**src/ura_pkg.sv**
```systemverilog
// types, constants and field layout of the ultrasonic range averager
package ura_pkg;

    // stream field layout
    localparam int S_TDATA_W = 8;
    localparam int M_TDATA_W = 16;
    localparam int S_ECHO_BIT = 0;
    localparam int S_START_BIT = 1;
    localparam int M_TRIG_BIT = 0;
    localparam int M_DONE_BIT = 1;
    localparam int M_DIST_LSB = 2;

    // field and state widths
    localparam int TIMER_W = 16;
    localparam int WIDTH_W = 16;
    localparam int SCALE_W = 16;
    localparam int DIST_W = 8;
    localparam int SUM_W = 10;
    localparam int COUNT_W = 2;

    // configuration port
    localparam int CFG_INDEX_W = 3;
    localparam int CFG_DATA_W = 16;

    typedef enum logic [CFG_INDEX_W-1:0] {
        CFG_ECHO_TIMEOUT = 3'd0,
        CFG_CM_PER_US = 3'd1,
        CFG_MAX_DIST = 3'd2,
        CFG_MIN_VALID = 3'd3,
        CFG_SETTLE = 3'd4
    } cfg_index_t;

    // register defaults
    localparam logic [TIMER_W-1:0] ECHO_TIMEOUT_RST = 16'd30000;
    localparam logic [SCALE_W-1:0] CM_PER_US_RST = 16'd1124;
    localparam logic [DIST_W-1:0] MAX_DIST_RST = 8'd100;
    localparam logic [DIST_W-1:0] MIN_VALID_RST = 8'd10;
    localparam logic [TIMER_W-1:0] SETTLE_RST = 16'd50000;

    // sequence constants
    localparam logic [TIMER_W-1:0] TRIG_LOW_TICKS = 16'd5;
    localparam logic [TIMER_W-1:0] TRIG_HIGH_TICKS = 16'd10;
    localparam logic [COUNT_W-1:0] READINGS_NEEDED = 2'd3;
    localparam logic [TIMER_W-1:0] TIMER_MAX = 16'hFFFF;
    localparam logic [WIDTH_W-1:0] WIDTH_MAX = 16'hFFFF;

    // sum / 3 as multiply by reciprocal, exact for sums below 1536
    localparam int DIV3_MULT_W = 10;
    localparam logic [DIV3_MULT_W-1:0] DIV3_MULT = 10'd683;
    localparam int DIV3_SHIFT = 11;
    localparam int DIV3_PROD_W = SUM_W + DIV3_MULT_W;

    // measurement sequencer
    typedef enum logic [5:0] {
        PH_IDLE = 6'b000001,
        PH_TRIG_LOW = 6'b000010,
        PH_TRIG_HIGH = 6'b000100,
        PH_WAIT = 6'b001000,
        PH_MEASURE = 6'b010000,
        PH_SETTLE = 6'b100000
    } phase_t;

endpackage

```
**src/ultrasonic_range_averager_core.sv**
```systemverilog
// ultrasonic range averager: one microsecond tick in, one pin/result word out
// result: registered, and appears in the cycle after its tick is transferred
// throughput: one tick per cycle unless stalled, set by the single state/result register
// backpressure: a new tick is taken whenever the result register is empty or drains
// reset: synchronous active-low aresetn puts the sequencer in idle, clears the
// timers, sum and count, empties the result register and restores register defaults
module ultrasonic_range_averager_core (
    input  logic                             aclk,
    input  logic                             aresetn,
    // input ticks
    input  logic                             s_tvalid,
    output logic                             s_tready,
    input  logic [ura_pkg::S_TDATA_W-1:0]    s_tdata,    // [0] echo_level, [1] start_req
    // results
    output logic                             m_tvalid,
    input  logic                             m_tready,
    output logic [ura_pkg::M_TDATA_W-1:0]    m_tdata,    // [0] trigger_level, [1] done_res,
                                                         // [9:2] distance_cm
    // register writes
    input  logic                             cfg_valid,
    output logic                             cfg_ready,
    input  logic [ura_pkg::CFG_INDEX_W-1:0]  cfg_index,
    input  logic [ura_pkg::CFG_DATA_W-1:0]   cfg_data
);
    import ura_pkg::*;

    // configuration registers
    logic [TIMER_W-1:0] echo_timeout_reg;
    logic [SCALE_W-1:0] cm_per_us_reg;
    logic [DIST_W-1:0]  max_dist_reg;
    logic [DIST_W-1:0]  min_valid_reg;
    logic [TIMER_W-1:0] settle_reg;

    // sequencer state
    phase_t             phase_reg, phase_next;
    logic [TIMER_W-1:0] timer_reg, timer_next;
    logic [WIDTH_W-1:0] width_reg, width_next;
    logic [SUM_W-1:0]   sum_reg, sum_next;
    logic [COUNT_W-1:0] count_reg, count_next;

    // result register
    logic               m_valid_reg;
    logic               trig_reg, trig_next;
    logic               done_reg, done_next;
    logic [DIST_W-1:0]  dist_reg, dist_next;

    // datapath
    logic                          echo;
    logic                          start;
    logic                          accept;
    logic [TIMER_W-1:0]            timer_inc;
    logic [TIMER_W-1:0]            timer_sat;
    logic [SCALE_W+WIDTH_W-1:0]    scale_prod;
    logic [WIDTH_W-1:0]            cm_raw;
    logic [DIST_W-1:0]             reading;
    logic [DIV3_PROD_W-1:0]        div3_prod;
    logic                          finish;
    logic [DIST_W-1:0]             finish_reading;

    assign echo   = s_tdata[S_ECHO_BIT];
    assign start  = s_tdata[S_START_BIT];
    assign accept = s_tvalid && s_tready;

    // result register frees up when empty or draining
    assign s_tready  = !m_valid_reg || m_tready;
    assign m_tvalid  = m_valid_reg;
    assign m_tdata   = {{(M_TDATA_W - DIST_W - 2){1'b0}}, dist_reg, done_reg, trig_reg};
    assign cfg_ready = 1'b1;

    // register writes
    always_ff @(posedge aclk) begin
        if (!aresetn) begin
            echo_timeout_reg <= ECHO_TIMEOUT_RST;
            cm_per_us_reg    <= CM_PER_US_RST;
            max_dist_reg     <= MAX_DIST_RST;
            min_valid_reg    <= MIN_VALID_RST;
            settle_reg       <= SETTLE_RST;
        end else if (cfg_valid && cfg_ready) begin
            unique case (cfg_index)
                CFG_ECHO_TIMEOUT: echo_timeout_reg <= cfg_data;
                CFG_CM_PER_US:    cm_per_us_reg    <= cfg_data;
                CFG_MAX_DIST:     max_dist_reg     <= cfg_data[DIST_W-1:0];
                CFG_MIN_VALID:    min_valid_reg    <= cfg_data[DIST_W-1:0];
                CFG_SETTLE:       settle_reg       <= cfg_data;
                default: begin
                end
            endcase
        end
    end

    // timer increments
    assign timer_inc = timer_reg + TIMER_W'(1);
    assign timer_sat = (timer_reg == TIMER_MAX) ? timer_reg : timer_inc;

    // echo width to centimetres, truncated and clamped
    assign scale_prod = width_reg * cm_per_us_reg;
    assign cm_raw     = scale_prod[SCALE_W+WIDTH_W-1:SCALE_W];
    assign reading    = (cm_raw > {{(WIDTH_W-DIST_W){1'b0}}, max_dist_reg}) ?
                        max_dist_reg : cm_raw[DIST_W-1:0];

    // average of the three readings
    assign div3_prod = sum_reg * DIV3_MULT;

    // sequencer next state and result
    always_comb begin
        phase_next     = phase_reg;
        timer_next     = timer_reg;
        width_next     = width_reg;
        sum_next       = sum_reg;
        count_next     = count_reg;
        trig_next      = 1'b0;
        done_next      = 1'b0;
        dist_next      = '0;
        finish         = 1'b0;
        finish_reading = '0;

        unique case (phase_reg)
            PH_TRIG_LOW: begin
                timer_next = timer_inc;
                if (timer_inc >= TRIG_LOW_TICKS) begin
                    phase_next = PH_TRIG_HIGH;
                    timer_next = '0;
                end
            end
            PH_TRIG_HIGH: begin
                trig_next  = 1'b1;
                timer_next = timer_inc;
                if (timer_inc >= TRIG_HIGH_TICKS) begin
                    phase_next = PH_WAIT;
                    timer_next = '0;
                end
            end
            PH_WAIT: begin
                if (echo) begin
                    phase_next = PH_MEASURE;
                    width_next = WIDTH_W'(1);
                end else begin
                    timer_next = timer_sat;
                    // timeout yields a zero reading
                    if (timer_sat >= echo_timeout_reg) begin
                        finish = 1'b1;
                    end
                end
            end
            PH_MEASURE: begin
                if (echo) begin
                    if (width_reg != WIDTH_MAX) begin
                        width_next = width_reg + WIDTH_W'(1);
                    end
                end else begin
                    finish         = 1'b1;
                    finish_reading = reading;
                end
            end
            PH_SETTLE: begin
                timer_next = timer_sat;
                if (timer_sat >= settle_reg) begin
                    timer_next = '0;
                    if (count_reg >= READINGS_NEEDED) begin
                        done_next  = 1'b1;
                        dist_next  = div3_prod[DIV3_SHIFT+DIST_W-1:DIV3_SHIFT];
                        phase_next = PH_IDLE;
                    end else begin
                        phase_next = PH_TRIG_LOW;
                    end
                end
            end
            default: begin
                // idle and any stray code
                phase_next = PH_IDLE;
                if (start) begin
                    sum_next   = '0;
                    count_next = '0;
                    width_next = '0;
                    timer_next = '0;
                    phase_next = PH_TRIG_LOW;
                end
            end
        endcase

        // end of an attempt: keep good readings, then settle
        if (finish) begin
            if (finish_reading > min_valid_reg && count_reg < READINGS_NEEDED) begin
                sum_next   = sum_reg + {{(SUM_W-DIST_W){1'b0}}, finish_reading};
                count_next = count_reg + COUNT_W'(1);
            end
            phase_next = PH_SETTLE;
            timer_next = '0;
        end
    end

    // state and result registers
    always_ff @(posedge aclk) begin
        if (!aresetn) begin
            phase_reg   <= PH_IDLE;
            timer_reg   <= '0;
            width_reg   <= '0;
            sum_reg     <= '0;
            count_reg   <= '0;
            m_valid_reg <= 1'b0;
        end else begin
            if (accept) begin
                phase_reg <= phase_next;
                timer_reg <= timer_next;
                width_reg <= width_next;
                sum_reg   <= sum_next;
                count_reg <= count_next;
            end
            if (accept) begin
                m_valid_reg <= 1'b1;
            end else if (m_tready) begin
                m_valid_reg <= 1'b0;
            end
        end
    end

    // result payload
    always_ff @(posedge aclk) begin
        if (accept) begin
            trig_reg <= trig_next;
            done_reg <= done_next;
            dist_reg <= dist_next;
        end
    end

endmodule

```
**config.mk**
```make
export PLATFORM = sky130hd
export DESIGN_NAME = ultrasonic_range_averager_core
export DESIGN_NICKNAME = d
export VERILOG_FILES = /design/src/ura_pkg.sv /design/src/ultrasonic_range_averager_core.sv
export SDC_FILE = /design/constraint.sdc
export NUM_CORES = 1
export LEC_CHECK = 0
export BUFFER_PORTS_ARGS = -buffer_cell sky130_fd_sc_hd__buf_2
export CORE_AREA = 3 3 225 139
export DETAILED_ROUTE_END_ITERATION = 12
export DIE_AREA = 0 0 228 142
export PLACE_DENSITY = 0.84
export SLEW_MARGIN = 5
export SYNTH_ARGS = -nofsm -noshare
export SYNTH_HDL_FRONTEND = slang
export SYNTH_SLANG_ARGS = --single-unit
```
**constraint.sdc**
```tcl
create_clock -name aclk -period 9.13 [get_ports aclk]
set_clock_uncertainty 0.1 [all_clocks]
set_input_delay 1.826 -clock aclk [delete_from_list [all_inputs] [get_ports aclk]]
set_output_delay 1.826 -clock aclk [all_outputs]
set_load 0.01 [all_outputs]
```
==> results of run 1 <==
## worst paths after layout
check	startpoint	to	cells after the start
hold / removal	settle_reg[7]$_SDFFE_PN0P_	settle_reg[7]$_SDFFE_PN0P_	2
setup / recovery	cm_per_us_reg[6]$_SDFFE_PN1P_	sum_reg[6]$_SDFFE_PN0P_	43
hold reg to reg	settle_reg[7]$_SDFFE_PN0P_	settle_reg[7]$_SDFFE_PN0P_	2
setup reg to reg	cm_per_us_reg[6]$_SDFFE_PN1P_	sum_reg[6]$_SDFFE_PN0P_	43
## power groups by stage
stage               registers, mW  clock network [mW]  logic (mW)
floorplan                   0.581                   0      0.0544
global placement            0.584                   0      0.0872
detailed placement          0.584                   0      0.0907
CTS                         0.570               0.667      0.0966
global route                0.571               0.693       0.110
finish                      0.570               0.673       0.102
## critical path: cells and delay by family (launching register included)
family                     cells  cell delay [ns]
AOI/OAI and AO/OA             14             2.17
and+or+nand+nor                9             2.03
buffers and inverters          9             0.89
muxes                          1             0.19
xor gates and xnor gates       1             0.17
adders and majority gates      9             3.67
DFF                            1             0.40
## synth_stat cells, drive strengths merged (12+ instances only)
| library cell | instances |
|---|---|
| inv | 343 |
| nand2 | 308 |
| ha | 218 |
| fa | 215 |
| and2 | 123 |
| dfxtp | 115 |
| a21oi | 99 |
| clkbuf | 82 |
| nor2 | 82 |
| o21ai | 41 |
| a21o | 36 |
| nand3 | 35 |
| o211ai | 28 |
| xnor2 | 25 |
| xor2 | 25 |
| nand4 | 23 |
| a22oi | 19 |
| buf | 19 |
| a31oi | 15 |
| nor2b | 15 |
| nor3 | 14 |
| nand2b | 13 |
| and3 | 12 |
## what timing repair did
item                                    in CTS  in global routing
setup buffers                               41                 10
resized for setup                          133                 44
pin swaps                                   98                 25
endpoints found under the setup margin      12                 12
## stage by stage
stage / total power [mW] / utilization / cell area, µm² / cells
floorplan: 0.635 / - / 17500 / 2051
global placement: 0.671 / 0.643 / 19000 / 2559
detailed placement: 0.675 / 0.643 / 19000 / 2559
CTS: 1.33 / 0.688 / 20300 / 2632
global route: 1.37 / 0.698 / 20600 / 2642
finish: 1.35 / 0.698 / 20600 / 2642
## layer usage
metal | global-route usage | vias to the layer above | share of wire
li1 | - | 6949 | -
met1 | 0.427 | 7604 | 0.42
met2 | 0.490 | 862 | 0.45
met3 | 0.0632 | 153 | 0.10
met4 | 0.0866 | 0 | 0.029
met5 | 0 | - | 0
## cell type report
| cell class | count | area share |
|---|---|---|
| clock buffer | 17 | 0.0206 |
| timing repair buffer | 252 | 0.0966 |
| multi-input combinational | 1482 | 0.659 |
| clock inverter | 15 | 0.00655 |
| inverter | 343 | 0.0626 |
| tap | 408 | 0.0248 |
| sequential | 125 | 0.129 |
## cell families (layout without fill, tap and decap cells)
| group | count (synthesis) | after routing | share of synthesized area |
|---|---|---|---|
| muxes | 9 | 9 | 0.00531 |
| and+or+nand+nor | 664 | 664 | 0.185 |
| buffers and inverters | 444 | 627 | 0.0993 |
| xor gates and xnor gates | 50 | 50 | 0.0255 |
| other | 2 | 7 | 0.000437 |
| DFF | 125 | 125 | 0.151 |
| AOI/OAI and AO/OA | 317 | 317 | 0.123 |
| adders and majority gates | 435 | 435 | 0.410 |
==> key figures, run 1 <==
Pwr
  • Clock Power Share: 0.500
  • Int Power: 972 µW
  • Combinational share of power: 0.076
  • Switching portion of total power: 0.277
  • Psw: 373 µW
  • Lkg Pwr: 10.3 nW
  • VDD IR max: 136 µV
  • Pwr dens: 65.3 nW/µm²
  • Share of power burned in registers: 0.424

Job
  • Max_cap viols: 0

Finish
  • Layout cells sized above 1: 0.202
  • Sequential cell area: 2670 µm²
  • Fillers: 2049
  • Nets@finish: 2686
  • Commonest non-fill, non-tap cell in the layout: inv_1
  • Area growth syn-to-layout: 19.9%
  • Number of inserted diodes: 0
  • Area of the multi-input gates: 13600 µm²
  • Most frequent cells in the layout: inv_1 (325), nand2_1 (300), fa_1 (205), ha_1 (199), buf_4 (193)

Placed design
  • Place WS: -0.762 ns
  • Port Buf Inserts: 37
  • DP HPWL: 36.5 mm
  • GPL Wtd Cong: 0.958

Worst setup path
  • Worst Path Required: 9.40 ns
  • Type of element capturing the critical path: flip-flop
  • Critical path's largest stage delay: 0.57 ns
  • Worst path slowest cell: fa_1
  • Most frequent CP cell: fa_1
  • CP startpoint kind: flip-flop
  • FF-to-FF setup slack: -0.61 ns
  • Worst-path fanout max: 6
  • Critical path class: flip-flop to flip-flop
  • Arrival time at the worst endpoint: 10.02 ns

STA
  • Max Slew Vio Count: 0
  • RSZ-0062 raised after global routing: true
  • Worst-Margin Slew: 0.849 ns
  • F_max: 0.103 GHz
  • Fin. Hold Viols: 0
  • Final min period: 9.74 ns
  • Rel. slew slack: 0.434
  • Fin crit share: 1.07
  • Final setup vio count: 12
  • Final WS setup: -0.611 ns
  • Minimum hold slack: 0.360 ns
  • Setup TNS Final: -6.68 ns

Clocking
  • CTS max path bufs: 2
  • CTS Buf Count: 17
  • Worst-path clk slew: 0.07 ns
  • Root buffer cell: clkbuf_16
  • Worst-skew pair later-pin latency: 0.45 ns
  • Clk sinks: 125
  • CTS tree: built
  • Htree depth: 4
  • CTS hold repair buffers: 0

Detailed routing
  • Iter 0 DRT Violations: 1700
  • Routed len/inst: 19.0 µm
  • # DRC: 0
  • Routed WL: 50.2 mm
  • Vias per cell: 5.89
  • TritonRoute pass-1 iters: 5
  • Via Count: 15600
  • ANT nets after route: 0

Run status
  • Outcome: finished, violations left
  • Failing checks: negative setup slack

Logic synthesis
  • Most area-hungry cell type in the Yosys netlist: fa_1
  • Synth async-reset ratio: 0
  • Synth cell types: 82
  • Cell count after synthesis: 2046
  • #FFs+latches synth: 125
  • Synth Area per Inst: 8.40 µm²
  • Mapped Area: 17200 µm²
  • Synth top area share: 0.250
  • Seq/Total Area, Yosys: 0.151
  • Ranking of synthesized cells by area: fa_1 (25%), ha_1 (16%), dfxtp_1 (13%), inv_1 (7.5%), nand2_1 (6.7%)
  • Ys flop type: dfxtp_1
  • Yosys warns: 0
  • Post-synth EDFFs: 10

Die
  • Die H: 142 µm
  • Top-level port count: 51
  • Die Area: 32400 µm²
  • Cell Rows: 49
  • Die W: 228 µm
  • Initial Util: 0.582
  • Core Box Area: 29600 µm²

Global routing
  • Antenna violations before repair: 0
  • GR Util All Layers: 0.306
  • Largest net degree at the start of global routing: 67
  • Vias in the first global route: 15800
  • First-pass GRT wire length: 80.3 mm
  • GRT overflow: 0

Hold path
  • Tightest Hold Check Type: flip-flop to flip-flop
No activity file was read; power rests on OpenSTA's default activity.
==> run 2, diff against run 1 <==
- clock period: 9.13 -> 8.31 ns (I/O delays scaled with it)
==> run 2 against run 1 <==
The run still ends with negative setup slack left. Clock power up 9.1%. Sequential cell count unchanged. Global-route usage down 0.88 points. Design area down 2.3%. Register-to-register slack worse by 0.55 ns. Critical endpoint is now sum_reg[8]$_SDFFE_PN0P_. Largest cell class unchanged. Highest routed layer unchanged.
==> key figures, run 2 (synthesis gave the netlist of run 1 again) <==
Run status
  • Outcome: finished, violations left (unchanged)
  • Failing checks: negative setup slack (unchanged)

Die
  • Die H: 142 µm (unchanged)
  • Die W: 228 µm (unchanged)
  • Top-level port count: 51 (unchanged)
  • Cell Rows: 49 (unchanged)
  • Core Box Area: 29600 µm² (unchanged)
  • Die Area: 32400 µm² (unchanged)
  • Initial Util: 0.582 (unchanged)

Pwr
  • Lkg Pwr: 10.2 nW (was 10.3 nW)
  • Pwr dens: 72.9 nW/µm² (was 65.3 nW/µm²)
  • VDD IR max: 144 µV (was 136 µV)
  • Total power: 1.47 mW (was 1.35 mW)

Clocking
  • CTS hold repair buffers: 0 (unchanged)
  • CTS Buf Count: 17 (unchanged)
  • Htree depth: 4 (unchanged)
  • Worst-path clk slew: 0.06 ns (was 0.07 ns)
  • CTS max path bufs: 2 (unchanged)
  • Clk sinks: 125 (unchanged)
  • Worst-skew pair later-pin latency: 0.45 ns (about the same)
  • CTS tree: built (unchanged)
  • Root buffer cell: clkbuf_16 (unchanged)

Worst setup path
  • Arrival time at the worst endpoint: 9.74 ns (was 10.02 ns)
  • Worst Path Required: 8.58 ns (was 9.40 ns)
  • Worst path slowest cell: fa_1 (unchanged)
  • Reg2reg path depth: 40 (was 43)
  • CP startpoint kind: flip-flop (unchanged)
  • Type of element capturing the critical path: flip-flop (unchanged)
  • Most frequent CP cell: fa_1 (unchanged)
  • FF-to-FF setup slack: -1.16 ns (was -0.61 ns)
  • Critical path class: flip-flop to flip-flop (unchanged)
  • Critical path's largest stage delay: 0.55 ns (was 0.57 ns)
  • Worst-path fanout max: 6 (unchanged)

Finish
  • Number of inserted diodes: 0 (unchanged)
  • Sequential cell area: 2660 µm² (was 2670 µm²)
  • Most frequent cells in the layout: inv_1 (335), nand2_1 (298), fa_1 (209), ha_1 (205), buf_4 (183) (was inv_1 (325), nand2_1 (300), fa_1 (205), ha_1 (199), buf_4 (193))
  • Fillers: 2246 (was 2049)
  • Core Util, Final: 0.682 (was 0.698)
  • Area of the multi-input gates: 13400 µm² (was 13600 µm²)
  • Area growth syn-to-layout: 17.2% (was 19.9%)
  • Commonest non-fill, non-tap cell in the layout: inv_1 (unchanged)
  • Nets@finish: 2666 (was 2686)
  • Layout cells sized above 1: 0.177 (was 0.202)

STA
  • Worst-Margin Slew: 0.929 ns (was 0.849 ns)
  • Fin. Hold Viols: 0 (unchanged)
  • Minimum hold slack: 0.361 ns (was 0.360 ns)
  • F_max: 0.106 GHz (was 0.103 GHz)
  • Max Slew Vio Count: 0 (unchanged)
  • Final setup vio count: 12 (unchanged)
  • Fin crit share: 1.14 (was 1.07)
  • Final min period: 9.47 ns (was 9.74 ns)
  • Rel. slew slack: 0.381 (was 0.434)
  • RSZ-0062 raised after global routing: true (unchanged)
  • Final WS setup: -1.16 ns (was -0.611 ns)

Detailed routing
  • TritonRoute pass-1 iters: 5 (unchanged)
  • Routed WL: 47.0 mm (was 50.2 mm)
  • # DRC: 0 (unchanged)
  • ANT nets after route: 0 (unchanged)
  • Iter 0 DRT Violations: 1297 (was 1700)
  • Routed len/inst: 17.9 µm (was 19.0 µm)
  • Vias per cell: 5.75 (was 5.89)
  • Via Count: 15100 (was 15600)

Global routing
  • GRT overflow: 0 (unchanged)
  • GR Util All Layers: 0.298 (was 0.306)
  • Largest net degree at the start of global routing: 67 (unchanged)
  • Antenna violations before repair: 0 (unchanged)
  • Vias in the first global route: 15900 (was 15800)
  • First-pass GRT wire length: 78.7 mm (was 80.3 mm)

Placed design
  • Port Buf Inserts: 37 (unchanged)
  • GPL Wtd Cong: 0.982 (was 0.958)
  • DP HPWL: 37.7 mm (was 36.5 mm)
  • Place WS: -1.40 ns (was -0.762 ns)

Job
  • Max_cap viols: 0 (unchanged)

Hold path
  • Tightest Hold Check Type: flip-flop to flip-flop (unchanged)
  • Hold Path Stages: 2 (unchanged)
==> run 2: path summary, 6_finish.rpt <==
kind / start / end
min: echo_timeout_reg[7]$_SDFFE_PN0P_ / echo_timeout_reg[7]$_SDFFE_PN0P_
max reg2reg: width_reg[3]$_SDFFE_PN0P_ / sum_reg[8]$_SDFFE_PN0P_
max: width_reg[3]$_SDFFE_PN0P_ / sum_reg[8]$_SDFFE_PN0P_
min reg2reg: echo_timeout_reg[7]$_SDFFE_PN0P_ / echo_timeout_reg[7]$_SDFFE_PN0P_
==> run 2: critical path, delay by kind of cell (launching register included) <==
| kind | cells | cell delay [ns] |
|---|---|---|
| and+or+nand+nor | 10 | 2.02 |
| AOI/OAI and AO/OA | 10 | 1.79 |
| DFF | 1 | 0.38 |
| xor gates and xnor gates | 1 | 0.08 |
| buffers and inverters | 9 | 0.86 |
| adders and majority gates | 10 | 4.18 |
==> run 2: what timing repair did <==
item,4_1_cts,5_1_grt
gates resized for setup,65,10
pin swaps,34,8
endpoints found under the setup margin,12,12
setup buffers,14,1
==> run 2: layer usage <==
layer | global-route usage | share of wire | vias to the layer above
li1 | - | - | 6926
met1 | 0.414 | 0.44 | 7308
met2 | 0.481 | 0.45 | 735
met3 | 0.0556 | 0.096 | 98
met4 | 0.0836 | 0.021 | 0
met5 | 0 | 0 | -
==> run 2: where the power goes <==
group / internal, mW / switching (mW) / leakage [nW]
Clock: 0.400 / 0.334 / 0.274
Sequential: 0.616 / 0.0115 / 1.04
Combinational: 0.0359 / 0.0708 / 8.88
Total: 1.05 / 0.417 / 10.2
==> run 2: stage by stage <==
step                      area, µm²  std cells  setup TNS (ns)
after floorplan               17900       2051           -6.71
after global routing          20100       2622          -17.43
final                         20100       2622          -12.90
after global placement        19200       2575          -13.29
after detailed placement      19200       2575          -16.05
after CTS                     20100       2621          -12.18
==> run 2: final cells by class <==
class,count,share of cell area
Clock buffer,18,0.0218
Clock inverter,14,0.00615
Inverter,343,0.0640
Multi-Input combinational cell,1482,0.663
Sequential cell,125,0.132
Tap cell,408,0.0253
Timing Repair Buffer,232,0.0871
